File: config.mk
export PLATFORM = sky130hd
export DESIGN_NAME = nearest_palette_color_unit
export DESIGN_NICKNAME = d
export VERILOG_FILES = /design/src/npc_pkg.sv /design/src/nearest_palette_color_unit.sv /design/src/npc_ram.sv
export SDC_FILE = /design/constraint.sdc
export NUM_CORES = 2
export LEC_CHECK = 0
export ABC_AREA = 1
export BUFFER_PORTS_ARGS = -buffer_cell sky130_fd_sc_hd__buf_2
export CAP_MARGIN = 40
export CORE_MARGIN = 1
export CORE_UTILIZATION = 28
export DETAILED_ROUTE_END_ITERATION = 10
export SLEW_MARGIN = 0
export SYNTH_ARGS = -nofsm -noshare
export SYNTH_HDL_FRONTEND = slang
export SYNTH_SLANG_ARGS = --single-unit
File: constraint.sdc
create_clock -name clk -period 8.35 [get_ports clk]
set_input_delay 1.67 -clock clk [delete_from_list [all_inputs] [get_ports clk]]
set_output_delay 1.67 -clock clk [all_outputs]
set_load 0.005 [all_outputs]
File: src/npc_pkg.sv
// npc_pkg: shared types, constants and helpers for the nearest palette color unit.
// No dependencies; used by npc_ram and nearest_palette_color_unit.

package npc_pkg;

    localparam int PALETTE_ENTRIES = 128;
    localparam int IDX_W           = $clog2(PALETTE_ENTRIES);
    localparam int COLOR_W         = 24;
    localparam int CH_W            = 12;
    localparam int CODE_W          = 8;
    localparam int ERR_W           = 10;   // three 8-bit differences sum to at most 765
    localparam int MAX_ERR         = 765;

    localparam logic MODE_QUERY = 1'b0;
    localparam logic MODE_WRITE = 1'b1;

    typedef enum logic [1:0] {
        S_IDLE,
        S_SCAN,
        S_DRAIN,
        S_FINISH
    } state_t;

    typedef struct packed {
        logic               en;
        logic [IDX_W-1:0]   addr;
        logic [COLOR_W-1:0] data;
    } wr_req_t;

    // signed 12-bit channel clamped to 0..255
    function automatic logic [7:0] clamp_channel(input logic [CH_W-1:0] v);
        logic [7:0] res;
        if (v[CH_W-1])
            res = 8'd0;
        else if (|v[CH_W-2:8])
            res = 8'hFF;
        else
            res = v[7:0];
        return res;
    endfunction

    function automatic logic [7:0] abs_diff(input logic [7:0] a, input logic [7:0] b);
        logic [7:0] res;
        if (a > b)
            res = a - b;
        else
            res = b - a;
        return res;
    endfunction

endpackage

File: src/nearest_palette_color_unit.sv
// nearest_palette_color_unit: nearest-color (L1) search over the palette RAM.
// Depends on npc_pkg and npc_ram.
//
//  channel | direction | handshake        | payload
//  --------+-----------+------------------+-------------------------------------------
//  in      | input     | in_valid/in_stall| mode, entry_index, entry_color, red/green/blue
//  out     | output    | out_valid/out_stall | color_code
//
// A palette write gives no result.
// A query reads one palette entry per cycle through the single RAM read port;
// it passes SCAN, DRAIN and FINISH and returns to IDLE before the next request.
// Reset clears the sequencer and output valid; palette contents stay undefined.
// The result sits in an output register; a stalled output holds the next query in FINISH.

module nearest_palette_color_unit (
    input  logic                          clk,
    input  logic                          rst_n,
    input  logic                          in_valid,
    output logic                          in_stall,
    input  logic                          mode,
    input  logic [6:0]                    entry_index,
    input  logic [npc_pkg::COLOR_W-1:0]   entry_color,
    input  logic signed [npc_pkg::CH_W-1:0] red,
    input  logic signed [npc_pkg::CH_W-1:0] green,
    input  logic signed [npc_pkg::CH_W-1:0] blue,
    output logic                          out_valid,
    input  logic                          out_stall,
    output logic [npc_pkg::CODE_W-1:0]    color_code
);

    localparam logic [npc_pkg::IDX_W-1:0] LAST_IDX =
        npc_pkg::IDX_W'(npc_pkg::PALETTE_ENTRIES - 1);

    npc_pkg::state_t state_reg, state_next;

    logic [npc_pkg::IDX_W-1:0] idx_reg, idx_next;
    logic                      rd_valid_reg, rd_valid_next;
    logic [npc_pkg::IDX_W-1:0] rd_idx_reg;
    logic [7:0]                r_reg, g_reg, b_reg;
    logic [npc_pkg::ERR_W-1:0] best_err_reg;
    logic [npc_pkg::IDX_W-1:0] best_idx_reg;
    logic                      out_valid_reg, out_valid_next;
    logic [npc_pkg::CODE_W-1:0] color_code_reg;

    logic                      accept;
    logic                      start_query;
    logic                      load_out;
    logic                      ram_re;
    npc_pkg::wr_req_t          wr;
    logic [npc_pkg::COLOR_W-1:0] rdata;
    logic [npc_pkg::ERR_W-1:0] err;
    logic                      better;
    logic [npc_pkg::IDX_W:0]   shifted;

    assign accept      = in_valid && !in_stall;
    assign start_query = accept && (mode == npc_pkg::MODE_QUERY);
    assign in_stall    = (state_reg != npc_pkg::S_IDLE);

    // writes are only taken while the scanner is idle, so reads never overlap them
    always_comb
    begin
        wr.en   = accept && (mode == npc_pkg::MODE_WRITE) &&
                  ({2'b00, entry_index} < 9'(npc_pkg::PALETTE_ENTRIES));
        wr.addr = npc_pkg::IDX_W'(entry_index);
        wr.data = entry_color;
    end

    npc_ram #(
        .DEPTH (npc_pkg::PALETTE_ENTRIES),
        .AW    (npc_pkg::IDX_W),
        .WIDTH (npc_pkg::COLOR_W)
    ) u_ram (
        .clk   (clk),
        .wr    (wr),
        .re    (ram_re),
        .raddr (idx_reg),
        .rdata (rdata)
    );

    always_comb
    begin
        err = npc_pkg::ERR_W'(npc_pkg::abs_diff(rdata[23:16], r_reg))
            + npc_pkg::ERR_W'(npc_pkg::abs_diff(rdata[15:8],  g_reg))
            + npc_pkg::ERR_W'(npc_pkg::abs_diff(rdata[7:0],   b_reg));
        better = rd_valid_reg && (err < best_err_reg);
    end

    always_comb
    begin
        state_next     = state_reg;
        idx_next       = idx_reg;
        rd_valid_next  = 1'b0;
        ram_re         = 1'b0;
        load_out       = 1'b0;
        out_valid_next = out_valid_reg && out_stall;
        case (state_reg)
            npc_pkg::S_IDLE:
            begin
                idx_next = '0;
                if (start_query)
                    state_next = npc_pkg::S_SCAN;
            end
            npc_pkg::S_SCAN:
            begin
                ram_re        = 1'b1;
                rd_valid_next = 1'b1;
                idx_next      = idx_reg + 1'b1;
                if (idx_reg == LAST_IDX)
                    state_next = npc_pkg::S_DRAIN;
            end
            npc_pkg::S_DRAIN:
            begin
                state_next = npc_pkg::S_FINISH;
            end
            npc_pkg::S_FINISH:
            begin
                if (!out_valid_reg || !out_stall)
                begin
                    load_out       = 1'b1;
                    out_valid_next = 1'b1;
                    state_next     = npc_pkg::S_IDLE;
                end
            end
            default:
            begin
                state_next = npc_pkg::S_IDLE;
            end
        endcase
    end

    always_ff @(posedge clk or negedge rst_n)
    begin
        if (!rst_n)
        begin
            state_reg     <= npc_pkg::S_IDLE;
            idx_reg       <= '0;
            rd_valid_reg  <= 1'b0;
            out_valid_reg <= 1'b0;
        end
        else
        begin
            state_reg     <= state_next;
            idx_reg       <= idx_next;
            rd_valid_reg  <= rd_valid_next;
            out_valid_reg <= out_valid_next;
        end
    end

    assign shifted = {best_idx_reg, 1'b0};

    always_ff @(posedge clk)
    begin
        rd_idx_reg <= idx_reg;
        if (start_query)
        begin
            r_reg        <= npc_pkg::clamp_channel(red);
            g_reg        <= npc_pkg::clamp_channel(green);
            b_reg        <= npc_pkg::clamp_channel(blue);
            best_err_reg <= '1;
            best_idx_reg <= '0;
        end
        else if (better)
        begin
            best_err_reg <= err;
            best_idx_reg <= rd_idx_reg;
        end
        if (load_out)
            color_code_reg <= npc_pkg::CODE_W'(shifted);
    end

    assign out_valid  = out_valid_reg;
    assign color_code = color_code_reg;

    a_wr_idle: assert property (@(posedge clk) disable iff (!rst_n)
        wr.en |-> state_reg == npc_pkg::S_IDLE)
        else $error("palette write outside idle");

    a_rd_window: assert property (@(posedge clk) disable iff (!rst_n)
        rd_valid_reg |-> (state_reg == npc_pkg::S_SCAN || state_reg == npc_pkg::S_DRAIN))
        else $error("read data returned outside scan");

    a_err_bound: assert property (@(posedge clk) disable iff (!rst_n)
        state_reg == npc_pkg::S_FINISH |-> best_err_reg <= npc_pkg::ERR_W'(npc_pkg::MAX_ERR))
        else $error("scan finished without a best entry");

    a_result_out: assert property (@(posedge clk) disable iff (!rst_n)
        load_out |=> out_valid_reg)
        else $error("finished query did not raise out_valid");

    a_scan_len: assert property (@(posedge clk) disable iff (!rst_n)
        (state_reg == npc_pkg::S_SCAN && idx_reg == LAST_IDX) |=> state_reg == npc_pkg::S_DRAIN)
        else $error("scan did not end after last entry");

endmodule

File: src/npc_ram.sv
// npc_ram: single-port-write, single-port-read synchronous RAM with a registered read.
// Depends on npc_pkg for the write request struct.

module npc_ram #(
    parameter int DEPTH = 128,
    parameter int AW    = $clog2(DEPTH),
    parameter int WIDTH = 24
) (
    input  logic                  clk,
    input  npc_pkg::wr_req_t      wr,
    input  logic                  re,
    input  logic [AW-1:0]         raddr,
    output logic [WIDTH-1:0]      rdata
);

    logic [WIDTH-1:0] mem [DEPTH];
    logic [WIDTH-1:0] rdata_reg;

    always_ff @(posedge clk)
    begin
        if (wr.en)
            mem[wr.addr] <= WIDTH'(wr.data);
    end

    always_ff @(posedge clk)
    begin
        if (re)
            rdata_reg <= mem[raddr];
    end

    assign rdata = rdata_reg;

endmodule

Word level (Yosys, flattened, before mapping)
Memory sizes are Yosys's and may differ from the RTL's. A register that Yosys moved wholly into a read port is not among the register bits.
Cells that the tools add are included.
{"block": "word_totals", "regBits": 66, "ramBits": 3072, "input_bits": 72, "output_inout_bits": 10, "word_cells": 67, "memories": 1}
{"memory": "u_ram.mem", "depth": 128, "word_bits": 24, "rd": 1, "rd_ports_with_merged_regs": 1, "wr": 1, "line_no": "npc_ram.sv:16", "text": "logic [WIDTH-1:0] mem [DEPTH];"}
{"block": "op_classes", "n_addsub": 9, "n_lt_le_gt_ge": 4, "eq_ne": 7, "n_mux": 18, "bitwise_logic": 1, "n_reduce_logical": 16}
{"cell": "$mux 8", "count": 6}
{"cell": "$sub 8x8->8", "count": 6}
{"cell": "$gt 8x8->1", "count": 3}
{"cell": "$pmux 7 s2", "count": 1}
{"cell": "$add 9x8->10", "count": 1}
{"cell": "$lt 10x10->1", "count": 1}
{"cell": "$add 8x8->9", "count": 1}
{"cell": "$reduce_or 3->1", "count": 3}
{"cell": "$pmux 2 s4", "count": 1}
{"cell": "$add 7x1->7 const B", "count": 1}
{"cell": "$eq 7x7->1 const B", "count": 1}
{"cell": "$mux 1", "count": 7}
{"cell": "$mux 2", "count": 3}
{"cell": "$ne 2x2->1 const B", "count": 3}
{"cell": "$logic_and 1x1->1", "count": 5}
{"cell": "$eq 2x2->1 const B", "count": 2}
{"cell": "$reduce_bool 2->1", "count": 2}
{"cell": "$logic_not 1->1", "count": 3}
{"cell": "$reduce_and 3->1", "count": 1}
{"cell": "$eq 2x1->1 const B", "count": 1}
{"cell": "$logic_not 2->1", "count": 1}
{"cell": "$logic_or 1x1->1", "count": 1}
{"cell": "$not 1->1", "count": 1}

Depth between registers and ports, before layout
{"block": "depth", "ltp_word": 6, "ltp_mapped": 32}

Cells and area by module
From an unflattened synthesis, not the netlist that was laid out.
{"block": "hier_totals", "hier_cells": 10947, "hier_area_um2": 130212.4}
{"module": "npc_ram", "instances": 1, "cells_each": 10092, "area_per_inst_um2": 124289.2, "seq_area_each_um2": 92969.2}
{"module": "nearest_palette_color_unit", "instances": 1, "cells_each": 855, "area_per_inst_um2": 5923.2, "seq_area_each_um2": 1686.6}

Least setup slack after synthesis
OpenSTA, ideal clock, no wires.
{"block": "synth_timing", "path_kind": "reg-to-reg", "startpoint": "register u_ram.rdata_reg[0] (netlist: u_ram.rdata[0]), read port of u_ram.mem", "endpoint": "register best_err_reg[1] (netlist name)", "setup_ns": 0.129, "t_arrival_ns": 4.661, "required_time_ns": 8.221, "setup_slack_ns": 3.560, "path_stages_with_launch": 27, "period_less_slack_ns": 4.790, "cell_sequence": "edfxtp_1 > inv_1 > ha_1 > inv_1 > fa_1 > inv_1 > o21ai_0 > a21oi_1 > nand2_1 > nand2_1 > inv_1 > nand2_1 > nand2_1 > fa_1 > ha_1 > fa_1 > a31oi_1 > xor2_1 > inv_1 > ha_1 > a21oi_1 > o21ai_0 > a21oi_1 > nand3_1 > clkinv_1 > clkbuf_1 > o21ai_0"}
{"block": "synth_via", "elab_chain_len": 5, "word_cells_on_any_way": 7, "classes_between": "add/sub: 3; order compare: 2; mux: 1; reduce/logical: 1"}
{"element": "start, declared", "line_no": "npc_ram.sv:17", "text": "logic [WIDTH-1:0] rdata_reg;"}
{"element": "$sub 8x8->8, or another cell as far along", "line_no": "npc_pkg.sv:47", "text": "res = b - a;"}
{"element": "$mux 8 (*)", "line_no": "npc_pkg.sv:44", "text": "if (a > b)"}
{"element": "$add 9x8->10 (*)", "line_no": "nearest_palette_color_unit.sv:84", "text": "+ npc_pkg::ERR_W'(npc_pkg::abs_diff(rdata[7:0], b_reg));"}
{"element": "net err, one bit", "line_no": "nearest_palette_color_unit.sv:51", "text": "logic [npc_pkg::ERR_W-1:0] err;"}
{"element": "$lt 10x10->1 (*)", "line_no": "nearest_palette_color_unit.sv:85", "text": "better = rd_valid_reg && (err < best_err_reg);"}
{"element": "$logic_and 1x1->1 (*)", "line_no": "nearest_palette_color_unit.sv:85"}
{"element": "end signal, assigned", "line_no": "nearest_palette_color_unit.sv:164", "text": "best_err_reg <= err;"}
{"element": "end, declared", "line_no": "nearest_palette_color_unit.sv:40", "text": "logic [npc_pkg::ERR_W-1:0] best_err_reg;"}
The timed path passes the listed nets; every way through them passes the cells marked *.
A chain may end at the register's enable or synchronous reset.

Final worst setup path
{"block": "layout_timing", "startpoint": "register u_ram.rdata_reg[0] (netlist: u_ram.rdata[0]), read port of u_ram.mem", "endpoint": "register best_err_reg[2] (netlist name)"}
The elaborated chain is that of the path after synthesis.

==> flow_summary.toml <==
[pwr]
p_per_area_nw_per_um2 = 302
vdd.ir_drop.worst_v = 0.000335
p_leak_nw = 57.3

[drt]
drt-initial-drc-count = 9843
antenna_left = 0
routed_via_density = 4.70
routedWlPerCell_um = 20.7
dr.pass1.iters = 6
routed_wl_mm = 391
drc = 0
vias = 88621

[hold_path]
hold_path_depth = 0
holdPathEnd = "color_code[6]"
hold_path_class = "reg -> reg"
hold_start = "best_idx_reg[5]"

[status]
outcome = "finished clean"

[grt]
antenna_found_initial = 23
grt_pass1_vias = 82782
grt_usage = 0.157
grt_max_degree = 177
grt_overflow = 0
grt_pass1_wl_mm = 568

[finish]
syn_to_final_growth_pct = 14.5
seqCellArea_um2 = 94700
drive_gt1_frac = 0.0734
num-nets-final = 12491
multi_input_area_um2 = 32900
n_fill_cell = 47186
largest_reg_flops = 3072

[sta]
final-max-slew-violation-count = 0
hold_viol_final = 0
fin_skew_ns = 0.0892
finalSetupViolCount = 0
max_freq_mhz = 165
setup_tns_ns = 0
tightestPinTransition_ns = 1.05
post-route-min-period_ns = 6.07
fin_ws_ns = 2.28
rsz0062_at_grt = "no"
fin_crit_sh = 0.727
max-slew-margin-rel = 0.297

[clock_network]
postCtsSetupRepairBufs = 0
cts_tree = "done"
cts.clk_slew.worst_paths_ns = 0.06
root_buffer = "clkbuf_16"
cts-resized-gates = 0
numCtsBuffers = 333
htreeDepth = 5
clk_latency_ns = 0.98
cts.path.max_buffers = 4
clock_sinks = 3162
hold_buffers = 0

[logic_synthesis]
syn_nets = 12506
synthSimpleGateAreaFrac = 0.202
synth_cells = 12353
synth_warnings = 0
synth_adder_area_share = 0.00844
ys_seq_elements = 3162
synth_compound_area_frac = 0.0298
synth_area_um2 = 133000
synth-seq-area-share = 0.709
synth.area.mux_share = 0
synth_top_family_by_area = "simple AND/OR/NAND/NOR gates"
synth_xor_area_frac = 0.00256
yosysUniqueCellTypes = 33
avgSynthCellArea_um2 = 10.8

[placed_design]
place_congestion = 0.828
port_buffers = 80
dp_hpwl_mm = 219
place_worst_setup_slack_ns = 2.29

[floorplan]
die_w_um = 692
ioPinCount = 82
rows = 253
die_area_um2 = 480000
initial_utilization = 0.281
die_y_um = 692
core_area_um2 = 475000

[worst_setup_path]
critPathCaptureType = "register"
critPathArrivalTime_ns = 6.83
timing.rr.end = "best_err_reg[2]"
required_ns = 9.11
ff2ff_setup_slack_ns = 2.28
critPathLaunchType = "register"
crit_fanout = 18
crit_start = "u_ram.rdata[0]"
r2r_cells = 27
crit-reg2reg-launch = "u_ram.rdata[0]"
path_class = "reg -> reg"

[flow_run]
cap_violations = 0
[critical path, stage by stage (launching register included)]
cell	delay, ns
edfxtp_1	0.38
inv_1	0.07
ha_1	0.18
inv_1	0.07
fa_1	0.39
inv_1	0.11
o21ai_0	0.16
a21oi_1	0.16
nand2_1	0.06
nand2_1	0.23
inv_1	0.19
nand2_1	0.09
nand2_1	0.08
fa_1	0.48
ha_1	0.24
fa_1	0.49
nand4_1	0.12
nand3_1	0.12
xor2_1	0.21
inv_1	0.07
ha_1	0.29
nand2_1	0.06
nor2_1	0.15
o211ai_1	0.11
nand3_1	0.45
clkinv_1	0.55
a21oi_1	0.25
o21ai_0	0.12
[routing by layer]
layer  global-route usage  vias up  part of all wire
li1                     -    41296                 -
met1                0.212    43316              0.42
met2                0.252     3379              0.46
met3               0.0287      616             0.080
met4               0.0581       14             0.037
met5                    0        -           0.00026
[through the flow]
stage	instance area [um2]	hold slack (ns)	std cells	util	power [mW]
after global routing	153000	0.406	18844	0.322	48.7
after CTS	153000	0.408	18841	0.322	46.4
after global placement	141000	0.417	18205	0.298	32.2
final	153000	0.399	18857	0.322	46.2
after detailed placement	142000	0.421	18250	0.300	32.1
after floorplan	133000	0.342	12353	-	27.5
[report_power, final]
group          switching, mW  internal (mW)
clock                   6.25           8.07
sequential             0.186           17.7
combinational           10.1           3.93
total                   16.5           29.7
[cells in the final DEF, fill, tap and decap left out, types with 58 or more instances in the layout]
cell type and count:
ha_1 66, inv_1 897, clkbuf_1 75, a21oi_1 250, clkbuf_16 338, nand2_1 4027
nor2_1 1171, buf_12 58, edfxtp_1 3127, o21ai_0 494, clkinv_1 88, nor2_2 86
nand3_1 1335, buf_4 175
[synthesized netlist by cell type (all sizes together)]
library cell	n	area, um2
nand2	4028	15100
edfxtp	3127	93900
nand3	1335	6680
nor2	1299	4880
inv	903	3390
o21ai	496	2480
buf	430	2090
clkbuf	252	946
a21oi	250	1250
ha	66	826
xor2	33	289
dfxtp	24	480
or2	21	131
nand4	17	106
fa	15	300
o221ai	13	114
dfrtp	11	275
o211ai	11	82.6
xnor2	6	52.6
clkinv	3	11.3
or3	3	18.8
a21o	2	15.0
a31oi	2	12.5
nor3	2	10.0
a21boi	1	7.51
a22o	1	8.76
conb	1	3.75
nor4	1	12.5
[cell families (layout without fill, tap and decap cells)]
family / count (synthesis) / in the layout
and+or+nand+nor: 6706 / 6706
AOI/OAI and AO/OA: 776 / 776
adders and majority gates: 81 / 81
other: 1 / 17
xor gates and xnor gates: 39 / 39
buffers and inverters: 1588 / 1829
DFF: 3162 / 3162
[how the worst max path moves through the flow]
stage | end | depth (start not counted)
detailed placement | best_err_reg[2] | 26
global placement | best_err_reg[9] | 26
CTS | best_err_reg[2] | 26
global route | best_err_reg[1] | 27
floorplan | best_err_reg[1] | 26
finish | best_err_reg[2] | 27
[cell type report]
class                      count  share of cell area
antenna                       16            0.000262
clock buffer                 413              0.0572
clock inverter               178              0.0105
inverter                     906              0.0225
multi-input combinational   7603               0.216
sequential                  3162               0.620
tap                         6247              0.0512
timing repair buffer         332              0.0232
Power figures use the tool's default switching activity.
